## src/hdl/oaht_pkg.sv

```systemverilog
// shared types and constants for the open addressing hash table
package oaht_pkg;

	localparam int CMD_W       = 2;
	localparam int KEY_PORT_W  = 64;
	localparam int HASH_W      = 32;
	localparam int VALUE_PORT_W = 64;
	localparam int STATUS_W    = 3;
	localparam int LIVE_W      = 9;
	localparam int MARK_W      = 2;

	localparam logic [CMD_W-1:0] CMD_PUT    = 2'd0;
	localparam logic [CMD_W-1:0] CMD_GET    = 2'd1;
	localparam logic [CMD_W-1:0] CMD_REMOVE = 2'd2;
	localparam logic [CMD_W-1:0] CMD_NOP    = 2'd3;

	localparam logic [STATUS_W-1:0] STAT_INSERTED = 3'd0;
	localparam logic [STATUS_W-1:0] STAT_UPDATED  = 3'd1;
	localparam logic [STATUS_W-1:0] STAT_DONE     = 3'd2;
	localparam logic [STATUS_W-1:0] STAT_MISSING  = 3'd3;
	localparam logic [STATUS_W-1:0] STAT_FULL     = 3'd4;

	localparam logic [MARK_W-1:0] MARK_EMPTY = 2'd0;
	localparam logic [MARK_W-1:0] MARK_LIVE  = 2'd1;
	localparam logic [MARK_W-1:0] MARK_TOMB  = 2'd2;

	localparam logic [LIVE_W-1:0] FILL_LIMIT_RESET = 9'd192;

	typedef struct packed {
		logic clear;
		logic load;
		logic eval;
	} dp_ctl_t;

	typedef struct packed {
		logic clear_last;
		logic nop;
		logic term;
	} dp_stat_t;

endpackage

```

## src/hdl/oaht_ctrl.sv

```systemverilog
// controller state machine: clear pass, request accept, probe walk
module oaht_ctrl (
	input  logic               clk,
	input  logic               arst_n,
	input  logic               start,
	input  oaht_pkg::dp_stat_t stat,
	output oaht_pkg::dp_ctl_t  ctl,
	output logic               busy
);

	import oaht_pkg::*;

	typedef enum logic [3:0] {
		ST_CLEAR = 4'b0001,
		ST_IDLE  = 4'b0010,
		ST_FETCH = 4'b0100,
		ST_EVAL  = 4'b1000
	} state_t;

	state_t state_q, state_d;

	always_comb begin
		state_d   = state_q;
		ctl.clear = 1'b0;
		ctl.load  = 1'b0;
		ctl.eval  = 1'b0;
		unique case (state_q)
			ST_CLEAR: begin
				ctl.clear = 1'b1;
				if (stat.clear_last) begin
					state_d = ST_IDLE;
				end
			end
			ST_IDLE: begin
				if (start) begin
					ctl.load = 1'b1;
					// the unused code answers at once without probing
					if (!stat.nop) begin
						state_d = ST_FETCH;
					end
				end
			end
			ST_FETCH: begin
				state_d = ST_EVAL;
			end
			ST_EVAL: begin
				ctl.eval = 1'b1;
				if (stat.term) begin
					state_d = ST_IDLE;
				end
			end
			default: begin
				state_d = ST_IDLE;
			end
		endcase
	end

	always_ff @(posedge clk or negedge arst_n) begin
		if (!arst_n) begin
			state_q <= ST_CLEAR;
		end else begin
			state_q <= state_d;
		end
	end

	assign busy = (state_q != ST_IDLE);

	a_fetch_to_eval: assert property (@(posedge clk) disable iff (!arst_n)
		(state_q == ST_FETCH) |=> (state_q == ST_EVAL))
		else $error("fetch not followed by eval");

	a_load_only_idle: assert property (@(posedge clk) disable iff (!arst_n)
		ctl.load |-> !busy)
		else $error("request loaded while busy");

	a_clear_exits_idle: assert property (@(posedge clk) disable iff (!arst_n)
		(ctl.clear && stat.clear_last) |=> (state_q == ST_IDLE))
		else $error("clear pass did not end in idle");

endmodule

```

## config.mk

```make
export PLATFORM = sky130hd
export DESIGN_NAME = oaht_ctrl
export DESIGN_NICKNAME = d
export VERILOG_FILES = /design/src/hdl/oaht_pkg.sv /design/src/hdl/oaht_ctrl.sv
export SDC_FILE = /design/constraint.sdc
export NUM_CORES = 1
export LEC_CHECK = 0
export BUFFER_PORTS_ARGS = -buffer_cell sky130_fd_sc_hd__buf_4
export CORE_AREA = 8 8 45 47
export DETAILED_ROUTE_END_ITERATION = 8
export DIE_AREA = 0 0 53 55
export SLEW_MARGIN = 5
export SYNTH_ARGS = -nofsm -noshare
export SYNTH_HDL_FRONTEND = slang
export SYNTH_SLANG_ARGS = --single-unit
export TNS_END_PERCENT = 5
```

## constraint.sdc

```tcl
create_clock -name clk -period 3.2 [get_ports clk]
set_input_delay 0.32 -clock clk [delete_from_list [all_inputs] [get_ports clk]]
set_output_delay 0.32 -clock clk [all_outputs]
set_load 0.01 [all_outputs]
```

==> results.md <==
* Mapped Cells at 20
* Flop-to-flop setup slack at 1.94 ns
* #FFs+latches synth at 4
* Syn_nets at 26
* Fin nets at 41
* Num CTS Buffers at 3
* Critical Path AT at 1.44 ns
* Crit share post-route at 55.0%
* Area growth from synthesis to layout at 57.6%
* Startpoint Class: register
* Setup Buffers After CTS at 0
* DRC viols at 0
* Reg clk slew, reported paths at 0.04 ns
* Yosys cell types at 16
* Syn Std Cell Area at 215 um2
* RSZ-0062 raised after global routing: no
* Max FO, Critical Path at 8
* Setup Crit Path Kind: register to output pin
* Worst-margin pin slew at 0.359 ns
* Row Count at 14
* Sequential fraction of the synthesis area at 47.1%
* Crit path capture type: output pin
* Layout cells sized above 1 at 44.1%
* Synth Area per Inst at 10.8 um2
* Biggest regs: state_q: 4 flops
* Most frequent cells in the layout: 9 x buf_4, 3 x clkbuf_4, 3 x dfrtp_1
* Mux share of post-synthesis cell area at 0%
* Most flops, register: state_q
* Global-route wire length before repair at 814 um
* Die area at 0.00292 mm2
* Fin. max-slew vios at 0
* Core footprint at 0.00138 mm2
* # IOs at 10
* Diodes inserted at 0
* Setup TNS Final at 0 ns
* Worst hold start: stat[1]
* Placed Cells at 45
* Vias per cell at 4.12
* Final min period at 1.76 ns
* Reg2reg start: state_q[0]
* RePlAce Congestion at 0.653
* Vias in the first global route at 197
* Max-Cap Viols at 0
* Start point of the critical path: state_q[2]
* Max reg flops at 4
* Synth Area in Adders at 0%
* Hold Fails Final Rpt at 0
* Initial DRC count at 3
* PD cells at 477 mW/mm2
* DRT Pass-1 Iters at 2
* Share of synthesized cell area in and, or, nand and nor gates at 39.0%
* CTS tree: built
* Port Buffers at 9
* Final WL at 531 um
* R2R cell count at 3
* Layout Utilization at 24.5%
* Max H-tree Level at 1
* Clk_lat worst skew at 0.23 ns
* Leak at 0.000147 uW
* Routed Antenna Nets at 0
* Pin count of the biggest net entering global routing at 9
* Layout Cells excl Fill at 50
* Grt ovf at 0
* Min-Delay Endpoint: state_q[2]
* Maximum clock insertion buffer count at 2
* Wire length per cell at 10.6 um
* CTS root buffer: clkbuf_4
* Initial antenna violation count at 0
* Final number of setup-violating endpoints at 0
* Xor and xnor area share after synthesis at 0%
* Hold Path Stages at 2
* Final Instance Area at 339 um2
* Worst Path Required at 2.88 ns
* Commonest non-fill, non-tap cell in the layout: buf_4
* Synth Warn # at 0
* Via Count at 206
* Complex-gate fraction of the synthesized area at 10.5%
* Type of the most critical hold path: primary input to register
* Die width at 53 um
* F_max at 0.569 GHz
* Clk sinks at 4
* GRT Total Usage at 4.00%
* Outcome: complete, no violations
* Peak supply drop at 0.282 mV
* Main combinational cell family by area after synthesis: simple AND/OR/NAND/NOR gates
* Chip Height at 55 um
* Skew final at 0.00358 ns
* Slew headroom at 75.8%
* Reg-to-Reg End: state_q[1]
* Dpl cell area at 303 um2
* Starting Density at 15.6%
## final cells by class
class | count | area, um2
clock buffers | 4 | 26.3
fillers | 155 | 1040
inverters | 2 | 7.51
multi-input cells | 14 | 106
flip-flops and latches | 4 | 101
well taps | 16 | 20.0
repair buffers | 10 | 77.6
## per-layer routing
layer	track usage, %	routed length, um
met3	2.41	17
met4	2.59	0
met2	6.05	268
met1	4.14	244
met5	0	0
## critical path: stages, from the launching register on
cell and delay (ns):
dfrtp_1 0.45, or4b_4 0.53, nor2_1 0.10, buf_4 0.13
## cells in the mapped netlist
master / instances / area, um2
nor3_2: 1 / 10.0
dfrtp_1: 3 / 75.1
nor4b_1: 1 / 8.76
or4b_4: 1 / 13.8
nand2b_1: 1 / 6.26
nor2_1: 2 / 7.51
a21oi_1: 1 / 5.00
nor4_1: 1 / 6.26
and2b_1: 1 / 7.51
nor3b_1: 1 / 7.51
nor3_1: 1 / 5.00
nand4bb_1: 1 / 11.3
inv_1: 2 / 7.51
o31a_1: 1 / 8.76
dfstp_2: 1 / 26.3
a311oi_1: 1 / 8.76
## through the flow
stage | hold slack (ns) | setup WS [ns] | power [uW]
floorplan | 0.0244 | 1.74 | 77.7
global placement | 0.116 | 1.71 | 95.1
detailed placement | 0.117 | 1.69 | 95.0
CTS | 0.238 | 1.43 | 166
global route | 0.245 | 1.39 | 172
finish | 0.247 | 1.44 | 162
## power breakdown
part	leakage [uW]	switching [uW]	internal, uW
registers	0.0000475	6.32	54.6
clock network	0.0000150	20.1	46.8
logic	0.0000845	13.6	20.2
total	0.000147	40.1	122
## kinds of logic (layout without fill, tap and decap cells)
kind of cell	Yosys count	in the layout
flip-flops	4	4
buffers and inverters	2	16
AO/OA/AOI/OAI	3	3
AND/OR/NAND/NOR	11	11
## worst max path at each step
stage                  end  depth (start not counted)  slack, ns
global placement    ctl[1]                          3       1.71
finish              ctl[1]                          3       1.44
detailed placement  ctl[1]                          3       1.69
global route        ctl[1]                          3       1.39
floorplan           ctl[1]                          2       1.74
CTS                 ctl[1]                          3       1.43
## timing repair
action,CTS,global route
hold endpoints to repair,3,0
endpoints found under the setup margin,0,0
resized for setup,0,0
hold buffers,1,0
No activity file was read; power rests on OpenSTA's default activity.
